## config.mk

```make
export PLATFORM = sky130hd
export DESIGN_NAME = haptic_slot_frame_packer_core
export DESIGN_NICKNAME = d
export VERILOG_FILES = /design/src/hw/rtl/hsfp_pkg.sv /design/src/hw/rtl/hsfp_slot_store.sv /design/src/hw/rtl/hsfp_frame_seq.sv /design/src/hw/rtl/hsfp_out_reg.sv /design/src/hw/rtl/haptic_slot_frame_packer_core.sv
export SDC_FILE = /design/constraint.sdc
export NUM_CORES = 1
export LEC_CHECK = 0
export BUFFER_PORTS_ARGS = -buffer_cell sky130_fd_sc_hd__buf_2
export CAP_MARGIN = 20
export CELL_PAD_IN_SITES_DETAIL_PLACEMENT = 2
export CELL_PAD_IN_SITES_GLOBAL_PLACEMENT = 2
export CORE_MARGIN = 4
export CORE_UTILIZATION = 26
export CTS_BUF_LIST = sky130_fd_sc_hd__clkbuf_8
export DETAILED_ROUTE_END_ITERATION = 8
export PLACE_DENSITY = 0.63
export SETUP_SLACK_MARGIN = 0.1
export SYNTH_ARGS = -nofsm -noshare
export SYNTH_HDL_FRONTEND = slang
export SYNTH_HIERARCHICAL = 1
export SYNTH_SLANG_ARGS = --single-unit
```

## constraint.sdc

```tcl
create_clock -name clk_i -period 2.98 [get_ports clk_i]
set_input_delay 0.596 -clock clk_i [delete_from_list [all_inputs] [get_ports clk_i]]
set_output_delay 0.596 -clock clk_i [all_outputs]
set_load 0.01 [all_outputs]
```

## src/hw/rtl/hsfp_pkg.sv

```systemverilog
// Shared constants and types for the haptic slot frame packer.
package hsfp_pkg;

  localparam int SlotCount  = 8;
  localparam int SlotW      = (SlotCount > 1) ? $clog2(SlotCount) : 1;
  localparam int FrameLen   = 2 * SlotCount + 2;
  localparam int CntW       = $clog2(FrameLen);
  localparam int ModeW      = 8;
  localparam int SlotFieldW = 4;
  localparam int InTdataW   = 16;

  localparam logic       CMD_ORDER  = 1'b0;
  localparam logic       CMD_FLUSH  = 1'b1;
  localparam logic [7:0] FRAME_MARK = 8'hFF;
  localparam logic [7:0] SLOT_TAG   = 8'h01;
  localparam logic [7:0] EMPTY_BYTE = 8'h00;

  typedef enum logic [1:0] {
    ST_IDLE = 2'b01,
    ST_EMIT = 2'b10
  } seq_state_e;

  typedef struct packed {
    logic             clr;
    logic             wr_en;
    logic [SlotW-1:0] wr_idx;
    logic [ModeW-1:0] wr_mode;
  } store_wr_t;

  typedef struct packed {
    logic             any_filled;
    logic             chk_filled;
    logic             rd_filled;
    logic [ModeW-1:0] rd_mode;
  } store_rd_t;

endpackage

```

## src/hw/rtl/hsfp_slot_store.sv

```systemverilog
// Slot store: per-slot filled flags and mode bytes with one write port and two read ports (check and read).
module hsfp_slot_store (
  input  logic                      clk_i,
  input  logic                      rst_ni,
  input  hsfp_pkg::store_wr_t       wr_i,
  input  logic [hsfp_pkg::SlotW-1:0] chk_idx_i,
  input  logic [hsfp_pkg::SlotW-1:0] rd_idx_i,
  output hsfp_pkg::store_rd_t       rd_o
);

  logic [hsfp_pkg::SlotCount-1:0] filled_q;
  logic [hsfp_pkg::SlotCount-1:0] filled_d;
  logic [hsfp_pkg::ModeW-1:0]     mode_q [hsfp_pkg::SlotCount];

  always_comb begin
    filled_d = filled_q;
    if (wr_i.clr) begin
      filled_d = '0;
    end
    if (wr_i.wr_en) begin
      filled_d[wr_i.wr_idx] = 1'b1;
    end
  end

  always_ff @(posedge clk_i or negedge rst_ni) begin
    if (!rst_ni) begin
      filled_q <= '0;
    end else begin
      filled_q <= filled_d;
    end
  end

  always_ff @(posedge clk_i) begin
    if (wr_i.wr_en) begin
      mode_q[wr_i.wr_idx] <= wr_i.wr_mode;
    end
  end

  assign rd_o.any_filled = |filled_q;
  assign rd_o.chk_filled = filled_q[chk_idx_i];
  assign rd_o.rd_filled  = filled_q[rd_idx_i];
  assign rd_o.rd_mode    = mode_q[rd_idx_i];

endmodule

```

## src/hw/rtl/hsfp_frame_seq.sv

```systemverilog
// Frame sequencer: takes orders and flush ticks and steps out frame bytes one per cycle while byte_ready_i is high.
module hsfp_frame_seq (
  input  logic                             clk_i,
  input  logic                             rst_ni,
  input  logic                             cfg_we_i,
  input  logic                             cfg_wdata_i,
  input  logic                             in_valid_i,
  output logic                             in_ready_o,
  input  logic                             in_cmd_i,
  input  logic [hsfp_pkg::SlotFieldW-1:0]  in_slot_i,
  input  logic [hsfp_pkg::ModeW-1:0]       in_mode_i,
  output hsfp_pkg::store_wr_t              st_wr_o,
  output logic [hsfp_pkg::SlotW-1:0]       st_chk_idx_o,
  output logic [hsfp_pkg::SlotW-1:0]       st_rd_idx_o,
  input  hsfp_pkg::store_rd_t              st_rd_i,
  output logic                             byte_valid_o,
  input  logic                             byte_ready_i,
  output logic [7:0]                       byte_data_o,
  output logic                             byte_last_o
);

  hsfp_pkg::seq_state_e           state_q, state_d;
  logic [hsfp_pkg::CntW-1:0]      cnt_q, cnt_d;
  logic                           pend_q, pend_d;
  logic [hsfp_pkg::SlotW-1:0]     pend_idx_q, pend_idx_d;
  logic [hsfp_pkg::ModeW-1:0]     pend_mode_q, pend_mode_d;
  logic                           link_q;
  logic                           accept;
  logic                           slot_ok;
  logic [hsfp_pkg::CntW-1:0]      pos;
  logic                           is_last;

  always_ff @(posedge clk_i or negedge rst_ni) begin
    if (!rst_ni) begin
      link_q <= 1'b0;
    end else if (cfg_we_i) begin
      link_q <= cfg_wdata_i;
    end
  end

  assign in_ready_o   = (state_q == hsfp_pkg::ST_IDLE);
  assign accept       = in_valid_i && in_ready_o;
  assign slot_ok      = (in_slot_i != '0) &&
                        ({1'b0, in_slot_i} <= (hsfp_pkg::SlotFieldW + 1)'(hsfp_pkg::SlotCount));
  assign st_chk_idx_o = hsfp_pkg::SlotW'(in_slot_i - hsfp_pkg::SlotFieldW'(1));

  assign pos         = cnt_q - hsfp_pkg::CntW'(1);
  assign st_rd_idx_o = pos[hsfp_pkg::SlotW:1];
  assign is_last     = (cnt_q == hsfp_pkg::CntW'(hsfp_pkg::FrameLen - 1));

  always_comb begin
    if (cnt_q == '0 || is_last) begin
      byte_data_o = hsfp_pkg::FRAME_MARK;
    end else if (!st_rd_i.rd_filled) begin
      byte_data_o = hsfp_pkg::EMPTY_BYTE;
    end else if (!pos[0]) begin
      byte_data_o = hsfp_pkg::SLOT_TAG;
    end else begin
      byte_data_o = st_rd_i.rd_mode;
    end
  end

  assign byte_last_o  = is_last;
  assign byte_valid_o = (state_q == hsfp_pkg::ST_EMIT);

  always_comb begin
    state_d     = state_q;
    cnt_d       = cnt_q;
    pend_d      = pend_q;
    pend_idx_d  = pend_idx_q;
    pend_mode_d = pend_mode_q;
    st_wr_o     = '0;
    case (state_q)
      hsfp_pkg::ST_IDLE: begin
        if (accept) begin
          if (in_cmd_i == hsfp_pkg::CMD_FLUSH) begin
            if (st_rd_i.any_filled) begin
              state_d = hsfp_pkg::ST_EMIT;
              cnt_d   = '0;
              pend_d  = 1'b0;
            end
          end else if (link_q && slot_ok) begin
            if (st_rd_i.chk_filled) begin
              state_d     = hsfp_pkg::ST_EMIT;
              cnt_d       = '0;
              pend_d      = 1'b1;
              pend_idx_d  = st_chk_idx_o;
              pend_mode_d = in_mode_i;
            end else begin
              st_wr_o.wr_en   = 1'b1;
              st_wr_o.wr_idx  = st_chk_idx_o;
              st_wr_o.wr_mode = in_mode_i;
            end
          end
        end
      end
      hsfp_pkg::ST_EMIT: begin
        if (byte_ready_i) begin
          if (is_last) begin
            state_d         = hsfp_pkg::ST_IDLE;
            cnt_d           = '0;
            pend_d          = 1'b0;
            st_wr_o.clr     = 1'b1;
            st_wr_o.wr_en   = pend_q;
            st_wr_o.wr_idx  = pend_idx_q;
            st_wr_o.wr_mode = pend_mode_q;
          end else begin
            cnt_d = cnt_q + hsfp_pkg::CntW'(1);
          end
        end
      end
      default: begin
        state_d = hsfp_pkg::ST_IDLE;
        cnt_d   = '0;
        pend_d  = 1'b0;
      end
    endcase
  end

  always_ff @(posedge clk_i or negedge rst_ni) begin
    if (!rst_ni) begin
      state_q <= hsfp_pkg::ST_IDLE;
      cnt_q   <= '0;
      pend_q  <= 1'b0;
    end else begin
      state_q <= state_d;
      cnt_q   <= cnt_d;
      pend_q  <= pend_d;
    end
  end

  always_ff @(posedge clk_i) begin
    pend_idx_q  <= pend_idx_d;
    pend_mode_q <= pend_mode_d;
  end

endmodule

```

## src/hw/rtl/hsfp_out_reg.sv

```systemverilog
// Output register stage that decouples the sequencer from the downstream stream.
module hsfp_out_reg (
  input  logic       clk_i,
  input  logic       rst_ni,
  input  logic       in_valid_i,
  output logic       in_ready_o,
  input  logic [7:0] in_data_i,
  input  logic       in_last_i,
  output logic       out_valid_o,
  input  logic       out_ready_i,
  output logic [7:0] out_data_o,
  output logic       out_last_o
);

  logic       valid_q;
  logic [7:0] data_q;
  logic       last_q;

  assign in_ready_o = !valid_q || out_ready_i;

  always_ff @(posedge clk_i or negedge rst_ni) begin
    if (!rst_ni) begin
      valid_q <= 1'b0;
    end else if (in_ready_o) begin
      valid_q <= in_valid_i;
    end
  end

  always_ff @(posedge clk_i) begin
    if (in_ready_o && in_valid_i) begin
      data_q <= in_data_i;
      last_q <= in_last_i;
    end
  end

  assign out_valid_o = valid_q;
  assign out_data_o  = data_q;
  assign out_last_o  = last_q;

endmodule

```

## src/hw/rtl/haptic_slot_frame_packer_core.sv

```systemverilog
// Top level of the haptic slot frame packer.
// An order for a free slot is stored at its input transfer while the link is open, and the input stays ready.
// A frame is 18 bytes, one per cycle from the sequencer byte counter while downstream accepts; the
// first byte reaches the output through the sequencer state register and the output register, and
// the input is ready again in the cycle after the last byte enters the output register.
// Downstream stalls hold back the frame bytes; reset clears the slot flags and closes the link.
module haptic_slot_frame_packer_core (
  input  logic                            clk_i,
  input  logic                            rst_ni,
  input  logic                            cfg_we_i,
  input  logic                            cfg_wdata_i,     // link_open
  input  logic                            s_axis_tvalid_i,
  output logic                            s_axis_tready_o,
  input  logic [hsfp_pkg::InTdataW-1:0]   s_axis_tdata_i,  // motor_slot[3:0], vibration_mode[11:4]
  input  logic                            s_axis_tuser_i,  // command
  output logic                            m_axis_tvalid_o,
  input  logic                            m_axis_tready_i,
  output logic [7:0]                      m_axis_tdata_o,  // frame_byte[7:0]
  output logic                            m_axis_tlast_o
);

  hsfp_pkg::store_wr_t           st_wr;
  hsfp_pkg::store_rd_t           st_rd;
  logic [hsfp_pkg::SlotW-1:0]    st_chk_idx;
  logic [hsfp_pkg::SlotW-1:0]    st_rd_idx;
  logic                          byte_valid;
  logic                          byte_ready;
  logic [7:0]                    byte_data;
  logic                          byte_last;

  hsfp_slot_store u_store (
    .clk_i     (clk_i),
    .rst_ni    (rst_ni),
    .wr_i      (st_wr),
    .chk_idx_i (st_chk_idx),
    .rd_idx_i  (st_rd_idx),
    .rd_o      (st_rd)
  );

  hsfp_frame_seq u_seq (
    .clk_i        (clk_i),
    .rst_ni       (rst_ni),
    .cfg_we_i     (cfg_we_i),
    .cfg_wdata_i  (cfg_wdata_i),
    .in_valid_i   (s_axis_tvalid_i),
    .in_ready_o   (s_axis_tready_o),
    .in_cmd_i     (s_axis_tuser_i),
    .in_slot_i    (s_axis_tdata_i[hsfp_pkg::SlotFieldW-1:0]),
    .in_mode_i    (s_axis_tdata_i[hsfp_pkg::SlotFieldW +: hsfp_pkg::ModeW]),
    .st_wr_o      (st_wr),
    .st_chk_idx_o (st_chk_idx),
    .st_rd_idx_o  (st_rd_idx),
    .st_rd_i      (st_rd),
    .byte_valid_o (byte_valid),
    .byte_ready_i (byte_ready),
    .byte_data_o  (byte_data),
    .byte_last_o  (byte_last)
  );

  hsfp_out_reg u_out (
    .clk_i       (clk_i),
    .rst_ni      (rst_ni),
    .in_valid_i  (byte_valid),
    .in_ready_o  (byte_ready),
    .in_data_i   (byte_data),
    .in_last_i   (byte_last),
    .out_valid_o (m_axis_tvalid_o),
    .out_ready_i (m_axis_tready_i),
    .out_data_o  (m_axis_tdata_o),
    .out_last_o  (m_axis_tlast_o)
  );

endmodule
```

==> run metrics <==
Clock Path Buffers=2; fraction of layout instances using a drive strength above 1=0.365; Leak=2.29 nW; IO Port Bufs=29; hpwl dp=about 7900 µm; row cnt=47; area of the core=0.0168 mm²; combinational power share=0.228; cells after synthesis=around 270; reported net switching power=0.894 mW; clock root cell=clkbuf_8; busiest grt layer=met2; CP Capture Type=register; chip height=140 µm; internal power=2.36 mW; Max-Cap Viols=0; Power Density=584 mW/mm²; Hold Fails Final Rpt=0; final worst path period share=0.926; Worst R2R Setup Slack=0.22 ns; Net Sw Frac=0.275; Min-Delay Path Class=input port to asynchronous set/reset pin; initial antenna violation count=0; Critical Path AT=about 2.9 ns; fmax=362 MHz; drt first pass iters=4; die area=0.0195 mm²; CP delay by family, top=simple AND/OR/NAND/NOR gates; grt total ovfl=0; antenna viol nets, final=0; First DRT Iteration DRCs=191; nets@finish=362; outcome=finished clean; largest net degree at the start of global routing=19; crit-path most repeated cell=buf_12; Netlist cell types=45; post-synth top area cell=edfxtp_1; area grow syn2layout=23.8%; RSZ-0062 raised after global routing=no; Ant. Diodes=0; final worst slack=around 0.22 ns; Mapped Avg Cell Area=16.9 µm²; CP Class=register to register; CP peak stage delay=0.55 ns; worst-path cell chain=ha_1 > nor2b_2 > or3b_2 > nor3_2 > buf_4 > a22o_1 > nand2b_1 > buf_12 > nor3_4 > buf_12; Clock power frac=0.263; RePlAce Congestion=0.763; yosys warns=6; Tmin final=roughly 2.8 ns; met3 GRT Util=0.0271; maximum vdd drop=238 µV; Worst Reg-to-Reg Cells=10; drt drc=0; WL final=10900 µm; Top-Level Pins=34; #FFs+latches synth=102; count of final setup violators=0; top-count cell post-synth=edfxtp_1; Crit Path Max Fanout=8; Worst Setup Start Kind=register; share of the synthesized area in the top cell type=0.560; launch point of the worst path=u_seq/state_q[0]$_DFFE_PN1P_; ranking of synthesized cells by area=edfxtp_1 56%, mux4_1 11%, dfrtp_1 9.4%, mux2_2 3.0%, a22o_1 2.1%; syn nets=296; Max-slew headroom=0.590; GRT Overall Usage=0.115; clock latency on the worst-skew pair=0.37 ns; Crit path buffers/inverters=3; Post-synth EDFFs=84; routed vias=2626; Global Route met1 Usage=0.148; sequential area share after synthesis=0.660; Reg-to-Reg Start=u_seq/state_q[0]$_DFFE_PN1P_; CTS tree=built; Syn Std Cell Area=0.00450 mm²; reg2reg end=u_store/mode_q[0][0]$_DFFE_PP_; Place WS=-0.0793 ns; Routed wire per std cell=between 15 and 20 µm; Worst Max-Slew Pin Slew=0.613 ns; vias in the first global route=2854; H-tree depth=3; Flop pwr share=0.509; first-pass GRT wire length=approximately 17000 µm; Post-synth top cells=84 x edfxtp_1, 18 x inv_1, 18 x mux4_1; Async S/R FF share, synth=0.176; Num CTS Buffers=9; routed vias/inst=4.71; Clock transition at path regs=0.10 ns; total design power=3.25 mW; Max Clock Skew=0.0195 ns; predominant post-synthesis flop cell=edfxtp_1; Slew Limit Fails=0; Starting Density=0.269; chip width=approximately 140 µm; Slowest cell on crit path=dfstp_2; Req. time, crit path=3.10 ns; met2 usage=0.193; Num Clock Sinks=102
[final cells by class]
| class | count | area [µm²] |
|---|---|---|
| repair buffers | 66 | 548 |
| clock inverters | 6 | 62.6 |
| inverters | 18 | 71.3 |
| clock buffers | 9 | 124 |
| multi-input cells | 136 | 1520 |
| flip-flops and latches | 102 | 2970 |
| well taps | 220 | 275 |
| fillers | 1705 | 11200 |
[cells by family (layout without fill, tap and decap cells)]
| kind of cell | Yosys count | count (layout) | synth area share |
|---|---|---|---|
| AO/OA/AOI/OAI | 42 | 42 | 0.0709 |
| flip-flops | 102 | 102 | 0.660 |
| adder cells (fa/ha/maj) | 6 | 6 | 0.0167 |
| AND/OR/NAND/NOR | 49 | 49 | 0.0600 |
| multiplexers | 35 | 35 | 0.154 |
| XOR/XNOR | 4 | 4 | 0.00778 |
| buffers and inverters | 29 | 99 | 0.0303 |
[power groups by stage]
stage	logic [mW]	clock network [mW]	registers, mW
2_1_floorplan	0.477	0	1.70
3_3_place_gp	0.718	0	1.69
3_5_place_dp	0.741	0	1.69
4_1_cts	0.747	0.891	1.66
5_1_grt	0.801	0.957	1.67
6_report	0.741	0.857	1.66
[cells in the final DEF (no fill, tap or decap), types with 3 or more instances in the layout]
| master | Yosys | final |
|---|---|---|
| a22o_1 | 11 | 9 |
| edfxtp_1 | 84 | 84 |
| clkbuf_8 | 0 | 9 |
| mux2_4 | 2 | 3 |
| inv_1 | 18 | 18 |
| ha_1 | 6 | 5 |
| buf_12 | 1 | 10 |
| nand2b_1 | 8 | 6 |
| nand3_1 | 3 | 3 |
| nor2_1 | 10 | 3 |
| mux4_1 | 18 | 18 |
| mux2_2 | 12 | 11 |
| buf_4 | 0 | 27 |
| dfrtp_1 | 17 | 17 |
| a21o_1 | 8 | 8 |
| o22ai_1 | 6 | 6 |
| nor2_4 | 0 | 6 |
| nand2_1 | 8 | 6 |
| o21ai_0 | 7 | 7 |
| buf_2 | 3 | 29 |
[through the flow]
stage	utilization	cell area [µm²]	cells	TNS, ns	hold WS [ns]
6_report	0.333	5570	557	0	0.167
3_3_place_gp	0.320	5370	541	-0.344	0.495
4_1_cts	0.332	5560	556	0	0.168
2_1_floorplan	-	4640	267	0	0.300
5_1_grt	0.333	5570	557	0	0.180
3_5_place_dp	0.320	5370	541	-2.74	0.513
[timing repair]
| action | CTS | global route |
|---|---|---|
| hold buffers | 0 | 0 |
| setup buffers | 0 | 0 |
| gates resized for setup | 0 | 3 |
| endpoints found under the setup margin | 0 | 67 |
[registers in the layout, summed over array words and instances, names as in the netlist, 2 cells and up]
signal             flops
u_store/mode_q        64
u_out/out_data_o       8
u_seq/pend_mode_q      8
u_seq/state_q          2
u_store/filled_q       8
u_seq/pend_idx_q       3
u_seq/cnt_q            5
[layer usage]
| metal | vias up | wire length (µm) |
|---|---|---|
| met5 | - | 0 |
| met4 | 0 | 171 |
| met3 | 9 | 278 |
| met2 | 36 | 5620 |
| met1 | 1396 | 4840 |
| li1 | 1185 | - |
[how the worst max path moves through the flow]
| stage | endpoint | slack [ns] | depth (start not counted) |
|---|---|---|---|
| final | u_store/mode_q[0][0]$_DFFE_PP_ | 0.22 | 10 |
| after global placement | u_store/mode_q[4][5]$_DFFE_PP_ | -0.04 | 12 |
| after floorplan | u_store/mode_q[4][0]$_DFFE_PP_ | 0.05 | 10 |
| after detailed placement | u_store/mode_q[4][5]$_DFFE_PP_ | -0.08 | 12 |
| after global routing | u_store/mode_q[4][0]$_DFFE_PP_ | 0.11 | 9 |
| after CTS | u_store/mode_q[4][0]$_DFFE_PP_ | 0.18 | 9 |
No activity file was read; power rests on OpenSTA's default activity.
